$ cat config.mk
export PLATFORM = sky130hd
export DESIGN_NAME = ssdp_ram
export DESIGN_NICKNAME = d
export VERILOG_FILES = /design/src/hdl/ssdp_ram.sv
export SDC_FILE = /design/constraint.sdc
export NUM_CORES = 1
export LEC_CHECK = 0
export ABC_AREA = 1
export BUFFER_PORTS_ARGS = -buffer_cell sky130_fd_sc_hd__buf_2
export CAP_MARGIN = 20
export CORE_MARGIN = 5
export CORE_UTILIZATION = 30
export DETAILED_ROUTE_END_ITERATION = 10
export GPL_TIMING_DRIVEN = 1
export RECOVER_POWER = 50
export SLEW_MARGIN = 20
export SYNTH_ARGS = -nofsm -noshare
export SYNTH_HDL_FRONTEND = slang
export SYNTH_SLANG_ARGS = --single-unit
$ cat constraint.sdc
create_clock -name clk -period 2.4 [get_ports clk]
set_clock_uncertainty 0.1 [all_clocks]
set_input_delay 0.12 -clock clk [delete_from_list [all_inputs] [get_ports clk]]
set_output_delay 0.12 -clock clk [all_outputs]
set_load 0.005 [all_outputs]
$ cat src/hdl/ssdp_ram.sv
module ssdp_ram #(
    parameter int Width = 8,
    parameter int Depth = 64
) (
    input  logic                     clk,
    input  logic                     we,
    input  logic [$clog2(Depth)-1:0] waddr,
    input  logic [Width-1:0]         wdata,
    input  logic [$clog2(Depth)-1:0] raddr,
    output logic [Width-1:0]         rdata
);

    logic [Width-1:0] mem [Depth];

    always_ff @(posedge clk)
    begin
        if (we)
        begin
            mem[waddr] <= wdata;
        end
        rdata <= mem[raddr];
    end

endmodule

==> Word-level counts from Yosys, hierarchy flattened <==
Memory sizes are Yosys's and may differ from the RTL's. A register that Yosys moved wholly into a read port is not among the register bits.
Cells that the tools add are included.
{ "classes": {"n_shift": 0, "div": 0, "mux": 2, "n_reduce_logical": 0, "magnitude_cmp": 0, "n_bitwise": 0, "eq_ne": 0, "addsub": 0, "mul": 0} }
{ "op_table": {"columns": ["op", "n"], "rows": [
  ["$mux W1", 2]
]} }
{ "word_totals": {"regBits": 0, "latch_bits": 0, "romBits": 0, "ramBits": 512, "n_memories": 1} }
{ "mem_list": {"columns": ["memory", "words", "word_bits", "read_ports", "rd_ports_with_merged_regs", "write_ports", "line_no", "text"], "rows": [
  ["mem", 64, 8, 1, 1, 1, "13", "logic [Width-1:0] mem [Depth];"]
]} }

==> Longest topological paths before layout <==
Gate-level depths: netlist of the first run.
{ "logic_depth": {"depth_word": 2, "mapped_depth": 12, "depth_no_buf": 9} }

==> Worst setup path after synthesis of the first run <==
OpenSTA, ideal clock, no wires.
{ "synth_path": {"path_kind": "input port to flip-flop", "start": "input we", "end": "memory mem[48][0] (enable)", "t_required_ps": 1905, "arrival_ps": 1491, "stages": 3, "path_buffers": 1, "path_slack_ps": 414, "path_cell_list": "clkbuf_1 -> nand4_1 -> nor4_1"} }
{ "synth_between": {"elab_chain_cells": 2} }
{ "synth_lines": {"columns": ["element", "line_no", "text"], "rows": [
  ["start, declared", "6", "input logic we,"],
  ["$mux W1", "17", "if (we)"],
  ["$mux W1 (not written as such)", "19", "mem[waddr] <= wdata;"],
  ["end, declared", "13", null]
]} }
No other way between the ends.

==> Worst setup path in the final report of the first run <==
{ "layout_path": {"start": "input wdata[7]", "end": "memory mem[57][7] (data pin)"} }
{ "layout_rtl": {"columns": ["element", "line_no", "text"], "rows": [
  ["start, declared", "8", "input logic [Width-1:0] wdata,"]
]} }
No word-level cell before the write port.

==> results of run 1 <==
[registers in the layout (all words and copies together) (netlist names)]
| name | cells |
|---|---|
| rdata | 8 |
| mem | 512 |
[tightest hold or removal path, stage by stage]
cell and delay [ns]:
buf_2 0.17, nor4_1 0.08, buf_4 0.19
[cell type report]
| cell class | count | area (um^2) | area share, % |
|---|---|---|---|
| Antenna cell | 3 | 7.51 | 0.0304 |
| Clock buffer | 73 | 1400 | 5.67 |
| Clock inverter | 24 | 235 | 0.953 |
| Inverter | 12 | 56.3 | 0.228 |
| Multi-Input combinational cell | 1160 | 4990 | 20.2 |
| Sequential cell | 520 | 15500 | 63.0 |
| Tap cell | 940 | 1180 | 4.77 |
| Timing Repair Buffer | 157 | 1270 | 5.15 |
[power by group through the flow]
stage	clock, mW	sequential [mW]	combinational, mW
after global placement	0	10.3	1.20
final	7.87	10.1	1.24
after floorplan	0	10.3	0.706
after detailed placement	0	10.3	1.22
after CTS	8.01	10.1	1.25
after global routing	8.39	10.1	1.37
[through the flow]
step	hold slack (ns)	area, um^2	util [%]
after floorplan	0.119	21300	-
after global placement	0.386	22900	32.6
after detailed placement	0.391	22900	32.6
after CTS	0.000587	24700	35.1
after global routing	0.0667	24700	35.1
final	0.0428	24700	35.1
[worst paths after layout]
kind	start	endpoint	slack (ns)
setup reg to reg	mem[3][2]$_DFFE_PP_	rdata[2]$_DFF_P_	0.59
hold reg to reg	mem[20][5]$_DFFE_PP_	rdata[5]$_DFF_P_	0.72
hold / removal	waddr[2]	mem[49][0]$_DFFE_PP_	0.04
setup / recovery	wdata[7]	mem[57][7]$_DFFE_PP_	0.39
[timing repair]
action / in CTS / in global routing
hold buffers: 13 / 0
hold endpoints to repair: 285 / 0
gates resized for setup: 0 / 11
setup endpoints to repair: 0 / 1
buffers inserted: 0 / 6
[kinds of logic (layout without fill, tap and decap cells)]
group,Yosys count,after routing
flops,520,520
other cells,0,3
buf+inv,125,266
simple gates,1160,1160
[cells in the mapped netlist (all sizes together)]
master | instances | share of area (%)
buf | 98 | 3.5
clkbuf | 15 | 0.26
dfxtp | 8 | 0.75
edfxtp | 512 | 72
inv | 12 | 0.23
nand2 | 648 | 11
nand3 | 439 | 10
nand4 | 9 | 0.26
nor2 | 56 | 0.99
nor4 | 8 | 0.23
[layer usage]
| layer | wire length [um] | GRT usage, % | vias up |
|---|---|---|---|
| met2 | 24800 | 21.2 | 525 |
| met1 | 25500 | 20.9 | 6947 |
| li1 | - | - | 6542 |
| met4 | 1250 | 3.75 | 0 |
| met3 | 4610 | 3.33 | 81 |
| met5 | 0 | 0 | - |
==> metrics.md, run 1 <==
| Metric | Value |
|---|---|
| Status | `complete, but fails checks` |
| Failing checks | `max-capacitance violations, max-slew violations` |
| Commonest non-fill, non-tap cell in the layout | `nand2_1` |
| CTS Buffer Depth | `3` |
| Psw | `~4.3 mW` |
| H-Tree Depth | `2` |
| Number of I/O port buffers | `29` |
| Hold path depth | `3` |
| Crit path launch type | `primary input` |
| Worst Tran Pin Value | `between 1.5 and 2 ns` |
| Initial core utilization | `30.4%` |
| Initial DRC count | `about 1400` |
| Buf/Inv on CP | `3` |
| Worst slew margin | `-30.7%` |
| Vias per cell | `~4.9` |
| Drt first pass iters | `6` |
| Simple-gate share of the synthesized area | `23.2%` |
| Clock-pin transition on the worst setup and hold timing paths | `around 0.06 ns` |
| Clock sink total | `520` |
| WL final | `56200 um` |
| DRC viols | `0` |
| CTS tree | `done` |
| Largest family of logic cells by synthesized area | `simple AND/OR/NAND/NOR gates` |
| Root Buffer | `clkbuf_16` |
| Die Span X | `approximately 280 um` |
| Final layout net count | `1925` |
| Cell area after synthesis | `approximately 21000 um^2` |
| Initial antenna violation count | `4` |
| Place WS | `around 0.56 ns` |
| Leak pwr | `8.85 nW` |
| First-pass GRT wire length | `about 85000 um` |
| Crit. path cell count | `3` |
| Most frequent cells in the layout | `647 x nand2_1, 512 x edfxtp_1, 430 x nand3_1, 94 x buf_4, 56 x nor2_1` |
| Routed len/inst | `19.4 um` |
| Die area | `around 77000 um^2` |
| Critical path class | `in2reg` |
| GRT Total Usage | `approximately 14%` |
| Logic pwr share | `6.5%` |
| Post-Syn Area per Cell | `around 12 um^2` |
| Slowest cell delay on critical path | `0.79 ns` |
| CTS Buf Count | `52` |
| DR vias | `14100` |
| Worst hold-check path type | `in2reg` |
| # IOs | `30` |
| Tcrit/Tclk final | `about 84%` |
| CORE AREA | `between 70000 and 80000 um^2` |
| Vert. Die Dim | `between 200 and 300 um` |
| RSZ-0062 raised after global routing | `false` |
| Setup ws final | `just under 0.4 ns` |
| XOR/XNOR share of the synthesized area | `0%` |
| Synth warn | `0` |
| Layout cells sized above 1 | `between 10% and 20%` |
| Post-synthesis mux area share | `0%` |
| CP required | `about 2.6 ns` |
| Yosys cell types | `16` |
| Syn nets | `between 1500 and 2000` |
| Min Tclk post-route | `approximately 2.0 ns` |
| CP delay by family, top | `buffers and inverters` |
| Post-route setup TNS | `0 ns` |
| Row cnt | `a little under 100` |
| Register-to-Register Path Depth | `9` |
| Compound-Gate Fraction of Synth Area | `0%` |
| Final setup vio count | `0` |
| P&R area growth vs syn | `15.6%` |
| Seq cells post-synth | `520` |
| Sequential share of power | `roughly 53%` |
| P per Cell Area | `about 780 nW/um^2` |
| Vias in the first global route | `13600` |
| Number of fill cells | `about 6800` |
| CP Cell Sequence | `dlygate4sd3_1 -> clkbuf_1 -> clkbuf_2` |
| Final count of hold timing violations | `0` |
| Sw Share | `between 20% and 30%` |
| Fin cells | `2889` |
| Placer Congestion | `0.850` |
| Int Pwr | `14.9 mW` |
| DP HPWL | `33100 um` |
| Max Cap Violations | `8` |
| Clock power frac | `41.0%` |
| Fin. max-slew vios | `between 300 and 400` |
| Crit end category | `register` |
| Cells after Synth | `1805` |
| Maximum VDD drop | `approximately 0.00043 V` |
| Critical Path AT | `2.19 ns` |
| Clock latency on the worst-skew pair | `about 0.60 ns` |
| Placed cell count | `2771` |
| Largest net degree at the start of global routing | `approximately 80` |
| Fmax | `about 500 MHz` |
| Synth Area in Adders | `0%` |
| Routed Antenna Nets | `0` |
| Gr ovfl total | `0` |
| Total power draw | `roughly 19 mW` |
| Critical Path Fanout Max | `28` |
| Critical-path top delay cell | `clkbuf_1` |
| Register area share after synthesis | `between 70 and 80%` |
No activity file was read; power rests on OpenSTA's default activity.
==> run 2, diff against run 1 <==
--- a/config.mk
+++ b/config.mk
@@ -5,7 +5,7 @@
 export SDC_FILE = /design/constraint.sdc
 export NUM_CORES = 1
 export LEC_CHECK = 0
-export ABC_AREA = 1
+export ABC_AREA = 0
 export BUFFER_PORTS_ARGS = -buffer_cell sky130_fd_sc_hd__buf_2
 export CAP_MARGIN = 20
 export CORE_MARGIN = 5
==> constraint.sdc (replaced) <==
create_clock -name clk -period 2.1 [get_ports clk]
set_clock_uncertainty 0.1 [all_clocks]
set_input_delay 0.105 -clock clk [delete_from_list [all_inputs] [get_ports clk]]
set_output_delay 0.105 -clock clk [all_outputs]
set_load 0.005 [all_outputs]
==> metrics.md, run 2 <==
| Metric | Value |
|---|---|
| Row cnt | `95` |
| Leak pwr | `about 7.5 nW` |
| Synth Area in Adders | `0%` |
| CTS Buffer Depth | `3` |
| Clock-pin transition on the worst setup and hold timing paths | `about 0.060 ns` |
| Top cells by count, synth | `512 x edfxtp_1, 126 x mux4_2, 83 x nor2_1` |
| Top-count cell post-synth | `edfxtp_1` |
| Clock latency on the worst-skew pair | `between 0.5 and 0.6 ns` |
| Commonest non-fill, non-tap cell in the layout | `edfxtp_1` |
| Max Cap Violations | `3` |
| Maximum VDD drop | `0.000602 V` |
| Most flop-heavy register | `mem` |
| Register area share after synthesis | `a little under 80%` |
| Gr ovfl total | `0` |
| Final Hold Slack | `roughly 0.12 ns` |
| CORE AREA | `about 67000 um^2` |
| RSZ-0062 raised after global routing | `false` |
| Crit path launch type | `register` |
| Number of fill cells | `~6000` |
| P&R area growth vs syn | `18.1%` |
| Worst Tran Pin Value | `~1.8 ns` |
| Post-synth top area share | `between 70% and 80%` |
| Largest net degree at the start of global routing | `65` |
| Post-synthesis mux area share | `between 15 and 20%` |
| Synth area leader | `edfxtp_1` |
| Total power draw | `between 20 and 25 mW` |
| Compound-Gate Fraction of Synth Area | `2.07%` |
| Drt first pass iters | `5` |
| Cell area after synthesis | `20200 um^2` |
| Simple-gate share of the synthesized area | `under 10%` |
| DR vias | `just over 10000` |
| Die area | `72500 um^2` |
| Area contributors post-synth | `edfxtp_1 76%, mux4_2 14%, nor2_1 1.5%` |
| CP required | `approximately 2.5 ns` |
| Met3 WL | `3630 um` |
| Async set or reset register ratio after synthesis | `0%` |
| Most frequent cells in the layout | `512 x edfxtp_1, 126 x mux4_2, 110 x buf_4, 83 x nor2_1, 53 x clkbuf_16` |
| Biggest regs | `mem: 512 flops, rdata: 8 flops` |
| Post-Syn Area per Cell | `around 21 um^2` |
| Fmax | `roughly 490 MHz` |
| Seq cells post-synth | `520` |
| Vert. Die Dim | `between 200 and 300 um` |
| Status | `complete, but fails checks` |
| # IOs | `30` |
| Min Tclk post-route | `~2 ns` |
| Top FF cell, synth | `edfxtp_1` |
| XOR/XNOR share of the synthesized area | `0%` |
| Vias per cell | `4.93` |
| Initial core utilization | `a little under a third` |
| Largest family of logic cells by synthesized area | `multiplexers` |
| Max layer used | `met4` |
| Reg area | `approximately 16000 um^2` |
| Layout cells sized above 1 | `a little under a third` |
| P per Cell Area | `roughly 890 nW/um^2` |
| Root Buffer | `clkbuf_16` |
| H-Tree Depth | `2` |
| Die Span X | `approximately 270 um` |
| Crit end category | `register` |
| Routed Antenna Nets | `0` |
| Syn nets | `between 900 and 1000` |
| Worst slew margin | `-20.5%` |
| Critical path class | `reg2reg` |
| Critical Path AT | `about 2.4 ns` |
| Final layout net count | `~1100` |
| Post-synth EDFFs | `a little over 500` |
| Initial antenna violation count | `2` |
| Yosys cell types | `40` |
| Wire length on met1 | `20500 um` |
| Tcrit/Tclk final | `97.4%` |
| Number of I/O port buffers | `29` |
| Routed len/inst | `~23 um` |
| Cells after Synth | `940` |
| Final core occ | `between 30% and 40%` |
| GRT Total Usage | `about 13%` |
| Multi-input gate area | `4330 um^2` |
| Synth warn | `0` |
| Setup Fix Bufs, Post-CTS | `0` |
| First-pass GRT wire length | `70700 um` |
| DP HPWL | `30900 um` |
| CTS Buf Count | `between 50 and 60` |
| WL final | `roughly 47000 um` |
| DRC viols | `0` |
| CTS tree | `done` |
| Final count of hold timing violations | `0` |
| Failing checks | `max-capacitance violations, max-slew violations` |
| Worst hold-check path type | `in2reg` |
| Max FFs per register | `512` |
| Clock sink total | `520` |
| Initial DRC count | `slightly below 1000` |
| Critical Path Fanout Max | `1` |
| Final setup vio count | `0` |
| Vias in the first global route | `10600` |
| Placer Congestion | `between 0.7 and 0.8` |
| Met2 WL post-DR | `around 22000 um` |
| Fin. max-slew vios | `roughly 110` |
## run 2: where the power goes
group | total [mW] | internal, mW | switching (mW)
clock | 8.43 | 4.70 | 3.73
sequential | 11.5 | 11.5 | 0.0517
combinational | 1.17 | 0.491 | 0.679
total | 21.1 | 16.7 | 4.46
## run 2: path summary, 6_finish.rpt
path,start,endpoint,slack (ns),cells after the start
hold reg to reg,mem[26][2]$_DFFE_PP_,rdata[2]$_DFF_P_,0.78,4
setup / recovery,mem[29][6]$_DFFE_PP_,rdata[6]$_DFF_P_,0.06,6
hold / removal,waddr[1],mem[49][5]$_DFFE_PP_,0.12,3
setup reg to reg,mem[29][6]$_DFFE_PP_,rdata[6]$_DFF_P_,0.06,6
## run 2: what timing repair did
item,in CTS,in global routing
cloned,0,0
pin swaps,0,0
gates resized for setup,1,3
hold buffers,6,0
endpoints found under the hold margin,212,0
endpoints found under the setup margin,1,3
## run 2: logic make-up after synthesis
logic type / Yosys count
muxes: 162
and+or+nand+nor: 153
buffers and inverters: 51
AOI/OAI and AO/OA: 54
DFF: 520
## run 2: cell type report
class / instances / share of cell area (%)
timing repair buffer: 184 / 5.60
tap: 873 / 4.58
clock buffer: 63 / 5.72
sequential: 520 / 65.2
multi-input combinational: 369 / 18.2
antenna: 2 / 0.0210
clock inverter: 32 / 0.683
## run 2: critical path: stages (launching register included)
cell	delay [ns]
edfxtp_1	0.37
mux4_2	0.47
mux2_2	0.27
o221a_2	0.27
nor3_2	0.17
buf_4	0.16
o32ai_2	0.10
## run 2: routing by layer
metal	GRT usage, %	vias up
li1	-	4301
met1	17.8	5382
met2	20.5	325
met3	3.37	70
met4	3.02	0
met5	0	-
## run 2: through the flow
step	cells	TNS, ns	area, um^2	setup WS, ns
CTS	2041	0	23900	0.0199
finish	2043	0	23800	0.0553
floorplan	940	0	20200	0.227
global placement	1940	-1.24	22400	-0.261
detailed placement	1940	-1.41	22400	-0.246
global route	2041	0	23800	0.00846
==> run 3, diff against run 2 <==
--- a/config.mk
+++ b/config.mk
@@ -10,6 +10,7 @@
 export CAP_MARGIN = 20
 export CORE_MARGIN = 5
 export CORE_UTILIZATION = 30
+export CTS_CLUSTER_DIAMETER = 150
 export DETAILED_ROUTE_END_ITERATION = 10
 export GPL_TIMING_DRIVEN = 1
 export RECOVER_POWER = 50
==> constraint.sdc (replaced) <==
create_clock -name clk -period 2.25 [get_ports clk]
set_clock_uncertainty 0.1 [all_clocks]
set_input_delay 0.1125 -clock clk [delete_from_list [all_inputs] [get_ports clk]]
set_output_delay 0.1125 -clock clk [all_outputs]
set_load 0.005 [all_outputs]
==> metrics.md, run 3 (synthesis results as in run 2) <==
| Metric | Value |
|---|---|
| Hold Startpoint | `waddr[2]` |
| Place WS | `-0.359 ns` |
| CTS tree | `done` |
| Final setup vio count | `0` |
| CP required | `between 2 and 3 ns` |
| Clock sink total | `520` |
| Most frequent cells in the layout | `512 x edfxtp_1, 126 x mux4_2, 112 x buf_4, 83 x nor2_1, 53 x clkbuf_16` |
| Die area | `about 73000 um^2` |
| Crit path launch | `mem[29][6]$_DFFE_PP_` |
| Worst Tran Pin Value | `~1.8 ns` |
| Placer Congestion | `~0.80` |
| Clock-pin transition on the worst setup and hold timing paths | `about 0.06 ns` |
| DRC viols | `0` |
| Slowest cell delay on critical path | `just under 0.5 ns` |
| Root Buffer | `clkbuf_16` |
| Worst r2r src | `mem[29][6]$_DFFE_PP_` |
| Die Span X | `~270 um` |
| P per Cell Area | `870 nW/um^2` |
| Routed Antenna Nets | `0` |
| Reg area | `between 15000 and 20000 um^2` |
| Fmax | `approximately 470 MHz` |
| Final Hold Slack | `between 0.05 and 0.06 ns` |
| Worst r2r dst | `rdata[6]$_DFF_P_` |
| Placed cell area | `22200 um^2` |
| Fin cells | `between 2000 and 2500` |
| Register-to-Register Path Depth | `6` |
| Row cnt | `95` |
| Leak pwr | `7.61 nW` |
| Worst Hold Endpoint | `mem[30][7]$_DFFE_PP_` |
| Post-route setup TNS | `0 ns` |
| Routed len/inst | `around 23 um` |
| Failing checks | `max-capacitance violations, max-slew violations` |
| Final Cell Area | `~24000 um^2` |
| Layout cells sized above 1 | `around a third` |
| Vias in the first global route | `between 10000 and 15000` |
| Max Cap Violations | `1` |
| Final core occ | `between 30 and 40%` |
| Total power draw | `between 20 and 25 mW` |
| RSZ-0062 raised after global routing | `false` |
| Placed cell count | `around 1900` |
| Initial DRC count | `between 900 and 1000` |
| Number of fill cells | `roughly 6000` |
| Min Tclk post-route | `~2.1 ns` |
| # IOs | `30` |
| Vert. Die Dim | `269 um` |
| Vias per cell | `4.95` |
| Commonest non-fill, non-tap cell in the layout | `edfxtp_1` |
| Hold path depth | `3` |
| CTS Buf Count | `52` |
| Fin. max-slew vios | `42` |
| Status | `complete, but fails checks` |
| Final count of hold timing violations | `0` |
| WL final | `about 47000 um` |
| CP Cell Sequence | `mux4_2 -> mux2_2 -> o221a_2 -> nor3_2 -> buf_4 -> o32ai_1` |
| GRT Total Usage | `12.7%` |
| DR vias | `~10000` |
| Most flop-heavy register | `mem` |
| Drt first pass iters | `5` |
| CORE AREA | `roughly 67000 um^2` |
| Flop2flop setup slack | `0.11 ns` |
| Critical-path top delay cell | `mux4_2` |
| Maximum VDD drop | `0.000528 V` |
| Crit end category | `register` |
| H-Tree Depth | `2` |
| CTS Buffer Depth | `3` |
| Biggest regs | `mem: 512 flops, rdata: 8 flops` |
| Initial core utilization | `between 30% and 40%` |
| Crit path launch type | `register` |
| DP HPWL | `approximately 30000 um` |
| Initial antenna violation count | `2` |
| Number of I/O port buffers | `29` |
| First-pass GRT wire length | `69700 um` |
| Clock latency on the worst-skew pair | `~0.59 ns` |
| Tcrit/Tclk final | `a little over nine tenths` |
| Worst hold-check path type | `in2reg` |
| Critical Path Fanout Max | `1` |
| Final layout net count | `approximately 1100` |
| Gr ovfl total | `0` |
| Max FFs per register | `about 510` |
| Setup ws final | `about 0.11 ns` |
| P&R area growth vs syn | `18.9%` |
| Multi-input gate area | `between 4000 and 5000 um^2` |
| Setup Fix Bufs, Post-CTS | `0` |
| Largest net degree at the start of global routing | `65` |
| Worst slew margin | `-20.3%` |
| Critical path class | `reg2reg` |
| Critical Path AT | `about 2.5 ns` |
run 3: layout make-up:
cell class	count	share of cell area, %
diodes	1	0.0104
clock buffers	59	5.63
clock inverters	37	1.80
multi-input cells	369	18.0
flip-flops and latches	520	64.8
well taps	873	4.56
repair buffers	170	5.20
run 3: per-layer routing:
metal	vias to the layer above	share of wire (%)	track usage [%]
met1	5350	42	17.8
li1	4296	-	-
met4	0	1.8	3.20
met5	-	0	0
met2	342	48	20.1
met3	64	8.2	3.15
run 3: report_power, final:
part	internal, mW	total [mW]	switching, mW	leakage, nW
Sequential	10.7	10.8	0.0387	4.67
Clock	5.44	9.03	3.59	0.860
Combinational	0.440	1.07	0.628	2.07
Total	16.6	20.9	4.26	7.61
run 3: what timing repair did:
| item | in CTS | in global routing |
|---|---|---|
| setup endpoints to repair | 1 | 1 |
| gates resized for setup | 1 | 1 |
| endpoints found under the hold margin | 186 | 0 |
| hold buffers | 5 | 0 |
run 3: worst max-delay path: cells and delay by family, from the launching register on:
family	cells	cell delay [ns]
flip-flops	1	0.35
multiplexers	2	0.77
buffers and inverters	1	0.18
AND/OR/NAND/NOR	1	0.25
AO/OA/AOI/OAI	2	0.37
run 3: worst max-delay path by stage:
stage	cells past startpoint	slack, ns	to
after floorplan	7	0.37	rdata[3]$_DFF_P_
after global placement	6	-0.41	rdata[7]$_DFF_P_
after detailed placement	6	-0.36	rdata[7]$_DFF_P_
after CTS	4	0.05	rdata[7]$_DFF_P_
after global routing	6	0.03	rdata[6]$_DFF_P_
final	6	0.11	rdata[6]$_DFF_P_
